### config.mk
export PLATFORM = sky130hd
export DESIGN_NAME = ray_box_slab_intersection
export DESIGN_NICKNAME = d
export VERILOG_FILES = /design/src/hw/rtl/rbsi_pkg.sv /design/src/hw/rtl/rbsi_div.sv /design/src/hw/rtl/ray_box_slab_intersection.sv
export SDC_FILE = /design/constraint.sdc
export NUM_CORES = 1
export LEC_CHECK = 0
export BUFFER_PORTS_ARGS = -buffer_cell sky130_fd_sc_hd__buf_4
export CAP_MARGIN = 30
export CORE_MARGIN = 5
export CORE_UTILIZATION = 40
export DETAILED_ROUTE_END_ITERATION = 16
export GPL_TIMING_DRIVEN = 0
export PLACE_DENSITY = 0.63
export SYNTH_ARGS = -nofsm -noshare
export SYNTH_HDL_FRONTEND = slang
export SYNTH_SLANG_ARGS = --single-unit
### constraint.sdc
create_clock -name clk_i -period 12.5 [get_ports clk_i]
set_input_delay 3.125 -clock clk_i [delete_from_list [all_inputs] [get_ports clk_i]]
set_output_delay 3.125 -clock clk_i [all_outputs]
set_load 0.05 [all_outputs]
### src/hw/rtl/rbsi_pkg.sv
// ----------------------------------------------------------------------------
// rbsi_pkg: shared types and constants for the ray box slab intersection
// Holds field widths, axis counts, sequencer states and the divider
// request and response structs.
// ----------------------------------------------------------------------------
`timescale 1ns / 1ps
`default_nettype none

package rbsi_pkg;

  // Number of axes that the test walks through and that the fields carry.
  localparam int AXIS_COUNT = 3;
  localparam int StoredAxes = 3;
  localparam int AxisLimit  = (AXIS_COUNT < StoredAxes) ? AXIS_COUNT : StoredAxes;
  localparam int AxisW      = $clog2(StoredAxes + 1);
  localparam int AxisIdxW   = $clog2(StoredAxes);

  // Field widths.
  localparam int CoordW    = 32;
  localparam int DirW      = 18;
  localparam int LimitW    = 31;
  localparam int DistW     = 31;
  localparam int InTdataW  = 224;
  localparam int OutTdataW = 32;

  // Q1.16 unit direction, the saturation bound of a loaded component.
  localparam logic signed [CoordW-1:0] DirOne    = 32'sd65536;
  localparam logic signed [CoordW-1:0] DirOneNeg = -32'sd65536;

  // Divider sizing: 31 quotient bits after the saturation pre-check.
  localparam int DivSteps = 31;
  localparam int DivCntW  = $clog2(DivSteps);

  // Item kinds carried on tuser.
  localparam logic ACT_LOAD = 1'b0;
  localparam logic ACT_TEST = 1'b1;

  typedef enum logic [2:0] {
    ST_IDLE,
    ST_AXIS,
    ST_WAIT0,
    ST_WAIT1,
    ST_UPDATE,
    ST_DONE
  } ctrl_state_e;

  typedef enum logic {
    DIV_IDLE,
    DIV_RUN
  } div_state_e;

  // Request to the shared divider: (bound - origin) * 2^16 / direction.
  typedef struct packed {
    logic               start;
    logic signed [32:0] dividend;
    logic signed [17:0] divisor;
  } div_req_t;

  // Divider status and saturated quotient.
  typedef struct packed {
    logic               done;
    logic               busy;
    logic signed [31:0] quotient;
  } div_rsp_t;

endpackage

`default_nettype wire

### src/hw/rtl/rbsi_div.sv
// ----------------------------------------------------------------------------
// rbsi_div: shared radix-2 crossing-distance divider
// Computes (dividend * 2^16) / divisor, truncated toward zero and saturated
// to the signed 32-bit range. A pre-check catches saturation on a new request;
// otherwise 31 restoring steps produce one quotient bit each.
// ----------------------------------------------------------------------------
`timescale 1ns / 1ps
`default_nettype none

module rbsi_div (
  input  logic              clk_i,
  input  logic              rst_ni,
  input  rbsi_pkg::div_req_t req_i,
  output rbsi_pkg::div_rsp_t rsp_o
);

  localparam logic [rbsi_pkg::DivCntW-1:0] DivLast =
    rbsi_pkg::DivCntW'(rbsi_pkg::DivSteps - 1);

  rbsi_pkg::div_state_e state_q, state_d;
  logic                         done_q, done_d;
  logic [rbsi_pkg::DivCntW-1:0] cnt_q, cnt_d;
  logic [16:0]                  rem_q, rem_d;
  logic [30:0]                  shf_q, shf_d;
  logic [16:0]                  dvs_q, dvs_d;
  logic                         neg_q, neg_d;
  logic signed [31:0]           quot_q, quot_d;

  logic [32:0] abs_a;
  logic [31:0] mag_a;
  logic [17:0] abs_d;
  logic [16:0] mag_d;
  logic        neg_in;
  logic        sat;
  logic [17:0] trial;
  logic [17:0] trial_sub;
  logic        ge;

  // Operand magnitudes and the saturation pre-check on a new request.
  always_comb begin
    neg_in = req_i.dividend[32] ^ req_i.divisor[17];
    abs_a  = req_i.dividend[32] ? (33'd0 - req_i.dividend) : req_i.dividend;
    mag_a  = abs_a[31:0];
    abs_d  = req_i.divisor[17] ? (18'd0 - req_i.divisor) : req_i.divisor;
    mag_d  = abs_d[16:0];
    // The quotient reaches 2^31 exactly when the numerator shifted down by 31
    // is at least the divisor.
    sat    = (mag_a[31:15] >= mag_d);
  end

  // One restoring step.
  always_comb begin
    trial     = {rem_q, shf_q[30]};
    trial_sub = trial - {1'b0, dvs_q};
    ge        = (trial >= {1'b0, dvs_q});
  end

  // Sequencer of the divider.
  always_comb begin
    state_d = state_q;
    done_d  = 1'b0;
    cnt_d   = cnt_q;
    rem_d   = rem_q;
    shf_d   = shf_q;
    dvs_d   = dvs_q;
    neg_d   = neg_q;
    quot_d  = quot_q;
    case (state_q)
      rbsi_pkg::DIV_IDLE: begin
        if (req_i.start) begin
          if (sat) begin
            done_d = 1'b1;
            quot_d = neg_in ? 32'sh8000_0000 : 32'sh7FFF_FFFF;
          end else begin
            state_d = rbsi_pkg::DIV_RUN;
            cnt_d   = '0;
            rem_d   = mag_a[31:15];
            shf_d   = {mag_a[14:0], 16'd0};
            dvs_d   = mag_d;
            neg_d   = neg_in;
          end
        end
      end
      rbsi_pkg::DIV_RUN: begin
        rem_d = ge ? trial_sub[16:0] : trial[16:0];
        shf_d = {shf_q[29:0], ge};
        cnt_d = cnt_q + rbsi_pkg::DivCntW'(1);
        if (cnt_q == DivLast) begin
          state_d = rbsi_pkg::DIV_IDLE;
          done_d  = 1'b1;
          quot_d  = neg_q ? (32'sd0 - $signed({1'b0, shf_d})) : $signed({1'b0, shf_d});
        end
      end
      default: begin
        state_d = rbsi_pkg::DIV_IDLE;
      end
    endcase
  end

  // Control registers.
  always_ff @(posedge clk_i or negedge rst_ni) begin
    if (!rst_ni) begin
      state_q <= rbsi_pkg::DIV_IDLE;
      done_q  <= 1'b0;
      cnt_q   <= '0;
    end else begin
      state_q <= state_d;
      done_q  <= done_d;
      cnt_q   <= cnt_d;
    end
  end

  // Datapath registers.
  always_ff @(posedge clk_i) begin
    rem_q  <= rem_d;
    shf_q  <= shf_d;
    dvs_q  <= dvs_d;
    neg_q  <= neg_d;
    quot_q <= quot_d;
  end

  assign rsp_o.done     = done_q;
  assign rsp_o.busy     = (state_q == rbsi_pkg::DIV_RUN);
  assign rsp_o.quotient = quot_q;

  // A new request arrives only while the divider is free.
  a_start_idle: assert property (@(posedge clk_i) disable iff (!rst_ni)
    req_i.start |-> state_q == rbsi_pkg::DIV_IDLE)
    else $error("divider started while busy");

  // Zero directions never reach the divider.
  a_nonzero_divisor: assert property (@(posedge clk_i) disable iff (!rst_ni)
    req_i.start |-> req_i.divisor != 18'sd0)
    else $error("divider started with zero divisor");

  // A finished division always leaves the unit idle.
  a_done_idle: assert property (@(posedge clk_i) disable iff (!rst_ni)
    done_q |-> state_q == rbsi_pkg::DIV_IDLE)
    else $error("divider done while still running");

endmodule

`default_nettype wire

### src/hw/rtl/ray_box_slab_intersection.sv
// ----------------------------------------------------------------------------
// ray_box_slab_intersection: ray against axis-aligned box, slab test
// A load transfer stores the ray and gives no result. A box test walks
// the axes in turn: an axis with a zero direction is checked directly,
// any other takes two divisions on the shared divider.
// The block takes one item at a time; the input is ready only while idle.
// Reset: asynchronous, active low; the stored ray returns to a zero origin
// and zero direction and no result is pending.
// ----------------------------------------------------------------------------
`timescale 1ns / 1ps
`default_nettype none

module ray_box_slab_intersection (
  input  logic                               clk_i,
  input  logic                               rst_ni,
  // Input stream.
  input  logic                               s_axis_tvalid,
  output logic                               s_axis_tready,
  // tdata from bit 0 up: first_x, first_y, first_z, second_x, second_y,
  // second_z, limit, one zero pad bit.
  input  logic [rbsi_pkg::InTdataW-1:0]      s_axis_tdata,
  // tuser: action.
  input  logic                               s_axis_tuser,
  // Result stream.
  output logic                               m_axis_tvalid,
  input  logic                               m_axis_tready,
  // tdata from bit 0 up: entry_distance, one zero pad bit.
  output logic [rbsi_pkg::OutTdataW-1:0]     m_axis_tdata,
  // tuser: hit.
  output logic                               m_axis_tuser
);

  localparam int CW = rbsi_pkg::CoordW;
  localparam int NA = rbsi_pkg::StoredAxes;

  // Clamp a loaded direction component to +-1.0 in Q1.16.
  function automatic logic signed [rbsi_pkg::DirW-1:0] clamp_dir(
    input logic signed [CW-1:0] v
  );
    logic signed [CW-1:0] c;
    c = v;
    if (v > rbsi_pkg::DirOne) begin
      c = rbsi_pkg::DirOne;
    end else if (v < rbsi_pkg::DirOneNeg) begin
      c = rbsi_pkg::DirOneNeg;
    end
    return c[rbsi_pkg::DirW-1:0];
  endfunction

  rbsi_pkg::ctrl_state_e state_q, state_d;

  logic signed [CW-1:0]                org_q [NA];
  logic signed [rbsi_pkg::DirW-1:0]    dir_q [NA];
  logic signed [CW-1:0]                box_lo_q [NA];
  logic signed [CW-1:0]                box_hi_q [NA];

  logic [rbsi_pkg::AxisW-1:0] axis_q, axis_d;
  logic                       miss_q, miss_d;
  logic signed [CW-1:0]       t_near_q, t_near_d;
  logic signed [CW-1:0]       t_far_q, t_far_d;
  logic signed [CW-1:0]       t0_q, t0_d;
  logic signed [CW-1:0]       t1_q, t1_d;

  logic                       m_valid_q, m_valid_d;
  logic                       m_hit_q;
  logic [rbsi_pkg::DistW-1:0] m_dist_q;
  logic                       out_load;

  logic                       in_xfer;
  logic [rbsi_pkg::AxisIdxW-1:0] axis_idx;
  logic signed [CW-1:0]       cur_o;
  logic signed [CW-1:0]       cur_lo;
  logic signed [CW-1:0]       cur_hi;
  logic signed [rbsi_pkg::DirW-1:0] cur_d;
  logic signed [CW:0]         diff_lo;
  logic signed [CW:0]         diff_hi;
  logic signed [CW-1:0]       t_min;
  logic signed [CW-1:0]       t_max;

  rbsi_pkg::div_req_t div_req;
  rbsi_pkg::div_rsp_t div_rsp;

  assign s_axis_tready = (state_q == rbsi_pkg::ST_IDLE);
  assign in_xfer       = s_axis_tvalid && s_axis_tready;

  // Operands of the current axis.
  always_comb begin
    axis_idx = (axis_q < rbsi_pkg::AxisW'(NA)) ? axis_q[rbsi_pkg::AxisIdxW-1:0] : '0;
    cur_o    = org_q[axis_idx];
    cur_d    = dir_q[axis_idx];
    cur_lo   = box_lo_q[axis_idx];
    cur_hi   = box_hi_q[axis_idx];
    diff_lo  = $signed({cur_lo[CW-1], cur_lo}) - $signed({cur_o[CW-1], cur_o});
    diff_hi  = $signed({cur_hi[CW-1], cur_hi}) - $signed({cur_o[CW-1], cur_o});
    t_min    = (t0_q > t1_q) ? t1_q : t0_q;
    t_max    = (t0_q > t1_q) ? t0_q : t1_q;
  end

  // Sequencer: next state, interval updates and divider requests.
  always_comb begin
    state_d          = state_q;
    axis_d           = axis_q;
    miss_d           = miss_q;
    t_near_d         = t_near_q;
    t_far_d          = t_far_q;
    t0_d             = t0_q;
    t1_d             = t1_q;
    out_load         = 1'b0;
    div_req.start    = 1'b0;
    div_req.dividend = diff_lo;
    div_req.divisor  = cur_d;
    case (state_q)
      rbsi_pkg::ST_IDLE: begin
        if (in_xfer && (s_axis_tuser == rbsi_pkg::ACT_TEST)) begin
          state_d  = rbsi_pkg::ST_AXIS;
          axis_d   = '0;
          miss_d   = 1'b0;
          t_near_d = '0;
          t_far_d  = $signed({1'b0, s_axis_tdata[6*CW +: rbsi_pkg::LimitW]});
        end
      end
      rbsi_pkg::ST_AXIS: begin
        if (t_near_q > t_far_q) begin
          miss_d  = 1'b1;
          state_d = rbsi_pkg::ST_DONE;
        end else if (axis_q == rbsi_pkg::AxisW'(rbsi_pkg::AxisLimit)) begin
          state_d = rbsi_pkg::ST_DONE;
        end else if (cur_d == '0) begin
          // A ray parallel to the slab must start inside it.
          if ((cur_o < cur_lo) || (cur_o > cur_hi)) begin
            miss_d  = 1'b1;
            state_d = rbsi_pkg::ST_DONE;
          end else begin
            axis_d = axis_q + rbsi_pkg::AxisW'(1);
          end
        end else begin
          div_req.start = 1'b1;
          state_d       = rbsi_pkg::ST_WAIT0;
        end
      end
      rbsi_pkg::ST_WAIT0: begin
        if (div_rsp.done) begin
          t0_d             = div_rsp.quotient;
          div_req.start    = 1'b1;
          div_req.dividend = diff_hi;
          state_d          = rbsi_pkg::ST_WAIT1;
        end
      end
      rbsi_pkg::ST_WAIT1: begin
        if (div_rsp.done) begin
          t1_d    = div_rsp.quotient;
          state_d = rbsi_pkg::ST_UPDATE;
        end
      end
      rbsi_pkg::ST_UPDATE: begin
        // Narrow the interval with the ordered crossings.
        t_near_d = (t_min > t_near_q) ? t_min : t_near_q;
        t_far_d  = (t_max < t_far_q) ? t_max : t_far_q;
        axis_d   = axis_q + rbsi_pkg::AxisW'(1);
        state_d  = rbsi_pkg::ST_AXIS;
      end
      rbsi_pkg::ST_DONE: begin
        if (!m_valid_q || m_axis_tready) begin
          out_load = 1'b1;
          state_d  = rbsi_pkg::ST_IDLE;
        end
      end
      default: begin
        state_d = rbsi_pkg::ST_IDLE;
      end
    endcase
  end

  // Output register handshake.
  always_comb begin
    if (out_load) begin
      m_valid_d = 1'b1;
    end else if (m_axis_tready) begin
      m_valid_d = 1'b0;
    end else begin
      m_valid_d = m_valid_q;
    end
  end

  // Control registers and the stored ray.
  always_ff @(posedge clk_i or negedge rst_ni) begin
    if (!rst_ni) begin
      state_q   <= rbsi_pkg::ST_IDLE;
      m_valid_q <= 1'b0;
      axis_q    <= '0;
      miss_q    <= 1'b0;
      for (int i = 0; i < NA; i++) begin
        org_q[i] <= '0;
        dir_q[i] <= '0;
      end
    end else begin
      state_q   <= state_d;
      m_valid_q <= m_valid_d;
      axis_q    <= axis_d;
      miss_q    <= miss_d;
      if (in_xfer && (s_axis_tuser == rbsi_pkg::ACT_LOAD)) begin
        for (int i = 0; i < NA; i++) begin
          org_q[i] <= s_axis_tdata[i*CW +: CW];
          dir_q[i] <= clamp_dir(s_axis_tdata[(NA+i)*CW +: CW]);
        end
      end
    end
  end

  // Box corners, interval and result payload.
  always_ff @(posedge clk_i) begin
    t_near_q <= t_near_d;
    t_far_q  <= t_far_d;
    t0_q     <= t0_d;
    t1_q     <= t1_d;
    if (in_xfer && (s_axis_tuser == rbsi_pkg::ACT_TEST)) begin
      for (int i = 0; i < NA; i++) begin
        box_lo_q[i] <= s_axis_tdata[i*CW +: CW];
        box_hi_q[i] <= s_axis_tdata[(NA+i)*CW +: CW];
      end
    end
    if (out_load) begin
      m_hit_q  <= !miss_q;
      m_dist_q <= miss_q ? '0 : t_near_q[rbsi_pkg::DistW-1:0];
    end
  end

  // Shared crossing-distance divider.
  rbsi_div u_div (
    .clk_i  (clk_i),
    .rst_ni (rst_ni),
    .req_i  (div_req),
    .rsp_o  (div_rsp)
  );

  assign m_axis_tvalid = m_valid_q;
  assign m_axis_tdata  = {1'b0, m_dist_q};
  assign m_axis_tuser  = m_hit_q;

  // A miss always reports a zero entry distance.
  a_miss_zero: assert property (@(posedge clk_i) disable iff (!rst_ni)
    (m_axis_tvalid && !m_axis_tuser) |-> m_axis_tdata == '0)
    else $error("miss result with nonzero distance");

  // The divider only finishes while the sequencer waits for it.
  a_done_waiting: assert property (@(posedge clk_i) disable iff (!rst_ni)
    div_rsp.done |-> (state_q == rbsi_pkg::ST_WAIT0 || state_q == rbsi_pkg::ST_WAIT1))
    else $error("divider result arrived outside a wait state");

  // The entry distance never drops below zero during a test.
  a_near_nonneg: assert property (@(posedge clk_i) disable iff (!rst_ni)
    (state_q != rbsi_pkg::ST_IDLE) |-> !t_near_q[CW-1])
    else $error("negative entry distance");

endmodule

`default_nettype wire
==> implementation parameters, run 1 <==
Parameter                              Value

Yosys
  Post-synthesis async set-or-reset flop share ... 0.2671
  Adder and majority cell fraction of the synthesized area ... 0.07619
  Simple-Gate Fraction of Synth Area ... 0.1537
  Number of instances in the synthesized netlist ... 3529
  Share of the synthesized netlist area taken by xor and xnor gates ... 0.03679
  Net Count, Synth ... around 4000
  Proportion of synthesized area in mux cells ... 0.05901
  Top-area cell type share of the netlist area ... 0.3710
  Number of enable flip-flop cells after synthesis ... 450
  Dominant combinational cell family by area after synthesis ... simple AND/OR/NAND/NOR gates
  Top cells by area in the synthesized netlist ... sky130_fd_sc_hd__edfxtp_1 (37%), sky130_fd_sc_hd__dfrtp_1 (11%), sky130_fd_sc_hd__ha_1 (7.5%), sky130_fd_sc_hd__nand2_1 (6.6%), sky130_fd_sc_hd__mux2i_1 (3.9%)
  Avg Synthesized Cell Area ... 10.32 µm²
  Largest area contributor in the synthesized netlist ... sky130_fd_sc_hd__edfxtp_1
  Post-synth top flop ... sky130_fd_sc_hd__edfxtp_1
  Top post-synthesis cells by count ... sky130_fd_sc_hd__nand2_1 (644), sky130_fd_sc_hd__edfxtp_1 (450), sky130_fd_sc_hd__ha_1 (217)
  Summed instance area of the synthesized netlist ... between 30000 and 40000 µm²
  Number of distinct library cell variants in the gate-level netlist after synthesis ... 118
  Seq/Total Area, Yosys ... 0.4836
  Compound-cell area share of the yosys netlist ... 0.1514
  Warnings from Yosys ... 0
  Most repeated cell in the gate-level netlist after synthesis ... sky130_fd_sc_hd__nand2_1
  FF+latch count, synth ... slightly above 600

Floorplanning
  Floorplan core area ... between 90000 and 100000 µm²
  Die ar. ... slightly below 100000 µm²
  IO Count ... about 260
  Placement Rows ... 110
  Vertical extent of the die ... between 300 and 400 µm
  Effective utilization at floorplan ... 0.4041
  Die width ... ~310 µm

CTS
  CTS root buf ... sky130_fd_sc_hd__clkbuf_16
  Clock latency at the later pin of the worst-skew pair ... about 0.64 ns
  TritonCTS clock tree ... yes
  Clock Sink Count ... 614
  Buffer count from post-CTS setup fixing ... 0
  Maximum number of buffers from clock root to sink ... 3
  CTS buffer count ... 70
  H-tree levels ... 3
  Post_cts resized ... 0
  Cts-stage hold buffer count ... 0
  Clock edge transition at the registers on the reported setup and hold paths ... approximately 0.06 ns

Setup path
  Critical-path maximum fanout ... 37
  Crit path launch type ... register
  Stage delay of the slowest cell on the critical path ... 0.61 ns
  Nature of the critical path endpoint ... register
  Slowest cell on the critical path ... sky130_fd_sc_hd__buf_1
  Path type of the worst setup path ... reg -> reg
  Req. time, crit path ... 12.81 ns
  Arrival time at the worst endpoint ... roughly 12 ns
  Worst path most repeated cell ... sky130_fd_sc_hd__o21a_1

Run
  Max-cap viol count ... 0

Placed design
  RePlAce Congestion ... ~0.96
  Count of buffers inserted at the top-level ports ... between 200 and 300
  Area of placed instances ... about 40000 µm²
  Pre-CTS setup slack ... approximately 0.39 ns
  Dpl hpwl ... roughly 90 mm

Final layout
  Fraction of layout instances using a drive strength above 1 ... 0.1429
  Inserted Diodes ... 0
  Final-stage net count ... roughly 4300
  Final non-filler cell area ... ~42000 µm²
  Area growth from synthesis to layout ... 16.53%

Routing
  Total wire length ... 110.3 mm
  Violation count after the first detailed-routing iteration ... 2021
  Wire length per cell ... roughly 22 µm
  Via count normalized by instance count ... 5.497
  Number of nets with antenna violations after detailed routing ... 0
  Number of DRC violations after detailed routing ... 0
  Total vias in the final route ... about 28000
  Router iterations before antenna repair ... 5

STA
  Final setup violation count ... 0
  Final WS setup ... around 0.75 ns
  Number of failing hold endpoints at the final stage ... 0
  Post-route clock skew ... between 0.02 and 0.03 ns
  Final worst-path cycle share ... 0.9401
  Number of max-slew violations in the final report ... 0
  Total Negative Setup Slacks ... 0 ns
  Unrepaired setup endpoints after global routing ... no
  Worst relative slew slack ... 0.2603
  Top achievable clock speed ... around 0.085 GHz
  Min cycle time layout ... ~12 ns
  Worst slew pin tran ... between 1 and 1.5 ns

Hold path
  Min-Delay Path Class ... reg -> reg

Global route
  Total GRT Usage ... 0.2216
  Total overflow reported by the global router ... 0
  Initial antenna violation count ... 1
  Wire length of the first global-routing pass ... 168.8 mm
  Pin count of the biggest net entering global routing ... roughly 110
  Number of global-route vias before repair ... around 28000

Outcome
  Run status ... complete, no violations
-- layout by cell type (no fill, tap or decap), types with 33 or more instances in the layout --
| cell type | instances |
|---|---|
| sky130_fd_sc_hd__inv_1 | 175 |
| sky130_fd_sc_hd__xor2_1 | 63 |
| sky130_fd_sc_hd__nand2b_1 | 34 |
| sky130_fd_sc_hd__nor3_1 | 38 |
| sky130_fd_sc_hd__mux2_2 | 42 |
| sky130_fd_sc_hd__clkbuf_16 | 72 |
| sky130_fd_sc_hd__nand2_1 | 643 |
| sky130_fd_sc_hd__nand4_1 | 68 |
| sky130_fd_sc_hd__and2_1 | 67 |
| sky130_fd_sc_hd__nor2_1 | 168 |
| sky130_fd_sc_hd__a22o_1 | 51 |
| sky130_fd_sc_hd__dfrtp_1 | 164 |
| sky130_fd_sc_hd__nor2b_1 | 33 |
| sky130_fd_sc_hd__o21ai_0 | 192 |
| sky130_fd_sc_hd__nand3_1 | 42 |
| sky130_fd_sc_hd__a21o_1 | 59 |
| sky130_fd_sc_hd__a21oi_1 | 178 |
| sky130_fd_sc_hd__mux2i_1 | 141 |
| sky130_fd_sc_hd__nor4_1 | 36 |
| sky130_fd_sc_hd__ha_1 | 217 |
| sky130_fd_sc_hd__edfxtp_1 | 450 |
| sky130_fd_sc_hd__clkbuf_1 | 126 |
| sky130_fd_sc_hd__o21a_1 | 44 |
| sky130_fd_sc_hd__xnor2_1 | 77 |
| sky130_fd_sc_hd__buf_4 | 271 |
-- routing by layer --
layer / vias up / GRT usage / part of all wire
li1: 13530 / - / -
met2: 890 / 0.3887 / 0.49
met3: 194 / 0.03602 / 0.056
met4: 2 / 0.07267 / 0.034
met5: - / 0 / 0.00011
met1: 13464 / 0.2803 / 0.42
-- critical path: cells and delay by family, from the launching register on --
kind | cells | cell delay [ns]
AO/OA/AOI/OAI | 20 | 4.52
XOR/XNOR | 1 | 0.26
adder cells (fa/ha/maj) | 4 | 1.19
buffers and inverters | 14 | 3.68
flip-flops | 1 | 0.44
multiplexers | 1 | 0.09
AND/OR/NAND/NOR | 6 | 1.14
-- flip-flops by register name (all words and copies together) (netlist names), 5 cells and up --
name / count
t0_q: 32
u_div.cnt_q: 5
t1_q: 32
u_div.quot_q: 32
dir_q: 54
box_hi_q: 96
u_div.dvs_q: 17
u_div.rem_q: 17
org_q: 96
box_lo_q: 96
t_near_q: 32
m_dist_q: 31
t_far_q: 32
u_div.shf_q: 31
-- logic make-up after synthesis --
kind of cell,Yosys count
buf+inv,336
compound gates,798
fa+ha+maj,220
xor+xnor,147
flops,614
other cells,1
mux,199
simple gates,1214
-- per-stage QoR --
| step | hold WS (ns) | util | std cells |
|---|---|---|---|
| 2_1_floorplan | 0.4215 | - | 3529 |
| 3_3_place_gp | 0.4234 | 0.4421 | 4966 |
| 3_5_place_dp | 0.4304 | 0.4456 | 4979 |
| 4_1_cts | 0.4304 | 0.4706 | 5106 |
| 5_1_grt | 0.4374 | 0.4709 | 5108 |
| 6_report | 0.4300 | 0.4709 | 5108 |
-- path summary, 6_finish.rpt --
path                            startpoint        endpoint  slack, ns  cells after the start
setup / recovery                 axis_q[1]  u_div.shf_q[5]       0.75                     46
hold / removal             u_div.quot_q[8]         t1_q[8]       0.43                      0
setup reg to reg                 axis_q[1]  u_div.shf_q[5]       0.75                     46
hold reg to reg            u_div.quot_q[8]         t1_q[8]       0.43                      0
max in group asynchronous           rst_ni       org_q[33]       9.06                      2
min in group asynchronous           rst_ni       dir_q[19]       2.41                      1
-- cell type report --
| cell class | instances | area, µm² |
|---|---|---|
| buffer | 161 | 780.7 |
| clock inverter | 37 | 349.1 |
| clock buffer | 90 | 1899 |
| fill | 8460 | 47700 |
| inverter | 175 | 656.9 |
| multi-input combinational | 2579 | 17450 |
| tap | 1176 | 1471 |
| timing repair buffer | 276 | 2223 |
| sequential | 614 | 17620 |
Power of run 1 is not shown: default switching activity piles up to over one toggle a cycle in this logic, so the estimate is an artifact.
==> run 2: changes to the inputs <==
--- a/config.mk
+++ b/config.mk
@@ -11,7 +11,8 @@
 export CORE_UTILIZATION = 40
 export DETAILED_ROUTE_END_ITERATION = 16
 export GPL_TIMING_DRIVEN = 0
-export PLACE_DENSITY = 0.63
+export PLACE_DENSITY_LB_ADDON = 0.12
 export SYNTH_ARGS = -nofsm -noshare
 export SYNTH_HDL_FRONTEND = slang
+export SYNTH_HIERARCHICAL = 1
 export SYNTH_SLANG_ARGS = --single-unit
==> run 2 against run 1 <==
Via count fell by 5.9%. Clock skew barely moved. Core utilization is 0.38 points higher.
==> implementation parameters, run 2 <==
Parameter                              Value

Floorplanning
  Placement Rows ... ~110
  Vertical extent of the die ... 304.2 µm
  IO Count ... 264
  Die width ... 304.2 µm
  Die ar. ... between 90000 and 100000 µm²
  Floorplan core area ... ~86000 µm²
  Effective utilization at floorplan ... 0.4010

Routing
  Via count normalized by instance count ... around 5.4
  Met3 Routed Length ... a little under 4 mm
  DR top layer ... met4
  Total vias in the final route ... 26410
  Wire length per cell ... ~22 µm
  Violation count after the first detailed-routing iteration ... ~1700
  Number of nets with antenna violations after detailed routing ... 0
  Total wire length ... around 110 mm
  Routed length on met2 ... 54.56 mm
  Total routed wire length on the met1 layer ... ~46 mm
  Router iterations before antenna repair ... 7
  Number of DRC violations after detailed routing ... 0

STA
  Worst relative slew slack ... 0.2031
  Worst slew pin tran ... about 1.2 ns
  Top achievable clock speed ... just over 0.09 GHz
  Post-route clock skew ... 0.02918 ns
  Number of max-slew violations in the final report ... 0
  Number of failing hold endpoints at the final stage ... 0
  Min cycle time layout ... ~11 ns
  Final worst-path cycle share ... 0.8805
  Final setup violation count ... 0
  Unrepaired setup endpoints after global routing ... no

Final layout
  Area growth from synthesis to layout ... 18.36%
  Leading cell types in the layout, fill and taps excluded ... sky130_fd_sc_hd__nand2_1 (634), sky130_fd_sc_hd__edfxtp_1 (450), sky130_fd_sc_hd__buf_4 (266)
  Biggest registers after layout ... box_hi_q: 96 flops, box_lo_q: 96 flops, org_q: 96 flops
  Final-stage net count ... ~4200
  Final standard cell utilization of the core ... 0.4746
  Final non-filler cell area ... ~41000 µm²
  Fraction of layout instances using a drive strength above 1 ... 0.1353
  Filler instances ... roughly 8200
  Most common cell after layout, fill and taps aside ... sky130_fd_sc_hd__nand2_1
  Inserted Diodes ... 0

CTS
  CTS buffer count ... between 70 and 80
  Clock edge transition at the registers on the reported setup and hold paths ... ~0.060 ns
  Buffer count from post-CTS setup fixing ... 0
  Maximum number of buffers from clock root to sink ... 3
  TritonCTS clock tree ... yes
  CTS root buf ... sky130_fd_sc_hd__clkbuf_16
  H-tree levels ... 3
  Cts-stage hold buffer count ... 0
  Clock Sink Count ... 614
  Clock latency at the later pin of the worst-skew pair ... between 0.6 and 0.7 ns
  Post_cts resized ... 0

Yosys
  Warnings from Yosys ... 6
  Summed instance area of the synthesized netlist ... approximately 35000 µm²
  Avg Synthesized Cell Area ... a little over 10 µm²
  Net Count, Synth ... 3828
  Number of instances in the synthesized netlist ... 3363

Setup path
  Worst Setup EP ... u_div/shf_q[11]
  Cell depth of the worst flop-to-flop path ... 32
  Reg2reg end ... u_div/shf_q[11]
  Crit path launch type ... register
  Req. time, crit path ... between 10 and 15 ns
  Startpoint of the worst setup timing path ... axis_q[0]
  Stage delay of the slowest cell on the critical path ... just over 0.7 ns
  Critical-path maximum fanout ... 33
  Path type of the worst setup path ... reg -> reg
  Reg2reg setup slack ... roughly 1.5 ns
  Worst path most repeated cell ... sky130_fd_sc_hd__ha_1
  Reg2reg start ... axis_q[0]
  Nature of the critical path endpoint ... register
  Slowest cell on the critical path ... sky130_fd_sc_hd__clkbuf_1
  Arrival time at the worst endpoint ... roughly 11 ns

Placed design
  Area of placed instances ... between 30000 and 40000 µm²
  RePlAce Congestion ... 0.9249
  Dpl hpwl ... ~85 mm
  Count of buffers inserted at the top-level ports ... 261

Run
  Max-cap viol count ... 0

Pwr
  Static Leak ... approximately 0.017 µW
  Pwr per Cell Area ... a little over 300 nW/µm²
  Worst voltage drop across the vdd grid ... between 0.2 and 0.25 mV

Global route
  Total GRT Usage ... 0.2264
  Pin count of the biggest net entering global routing ... 90
  Wire length of the first global-routing pass ... between 150 and 200 mm
  Total overflow reported by the global router ... 0
  Initial antenna violation count ... 0
  Number of global-route vias before repair ... about 27000

Outcome
  Run status ... complete, no violations

Hold path
  Min-Delay Path Class ... reg -> reg
==> run 2: through the flow <==
| stage | hold WS [ns] | std cells | worst slack, ns | TNS, ns | power (µW) |
|---|---|---|---|---|---|
| 2_1_floorplan | 0.4215 | 3363 | 0.8489 | 0 | 7875 |
| 3_3_place_gp | 0.4232 | 4779 | -4.665 | -321.16 | 10040 |
| 3_5_place_dp | 0.4310 | 4800 | 1.508 | 0 | 10120 |
| 4_1_cts | 0.4344 | 4933 | 1.451 | 0 | 12400 |
| 5_1_grt | 0.4438 | 4933 | 0.9989 | 0 | 13210 |
| 6_report | 0.4424 | 4933 | 1.494 | 0 | 12360 |
==> run 2: power breakdown <==
group	leakage [µW]	internal, µW	switching (µW)
Combinational	0.00941	2540	4470
Clock	0.00122	1340	898
Sequential	0.00626	2850	273
==> run 2: cell type report <==
| type | count | area, µm² | share of cell area |
|---|---|---|---|
| multi-input cells | 2432 | 15820 | 0.3860 |
| plain buffers | 147 | 604.3 | 0.01475 |
| clock buffers | 89 | 1948 | 0.04753 |
| repair buffers | 282 | 2317 | 0.05654 |
| clock inverters | 44 | 593.1 | 0.01447 |
| inverters | 170 | 638.1 | 0.01557 |
| flip-flops and latches | 614 | 17620 | 0.4298 |
| well taps | 1155 | 1445 | 0.03526 |
==> run 2: worst min-delay path by stage <==
stage          slack, ns       end  cells past startpoint             start
3_5_place_dp        0.43   t1_q[2]                      0   u_div/quot_q[2]
5_1_grt             0.44  t0_q[31]                      0  u_div/quot_q[31]
6_report            0.44  t0_q[31]                      0  u_div/quot_q[31]
3_3_place_gp        0.42  t0_q[23]                      0  u_div/quot_q[23]
2_1_floorplan       0.42   t0_q[0]                      0   u_div/quot_q[0]
4_1_cts             0.43  t0_q[31]                      0  u_div/quot_q[31]
==> run 2: worst max-delay path, delay by kind of cell, from the launching register on <==
kind	cells	cell delay, ns
and+or+nand+nor	8	2.71
adders and majority gates	3	0.97
buffers and inverters	8	3.25
DFF	1	0.42
xor gates and xnor gates	2	0.55
AOI/OAI and AO/OA	11	2.72
==> run 2: metal layers <==
metal | up-vias | track usage
met4 | 0 | 0.06226
met1 | 12766 | 0.2892
met5 | - | 0
met3 | 141 | 0.02638
met2 | 625 | 0.4081
li1 | 12878 | -
(Power assumes the default switching activity.)
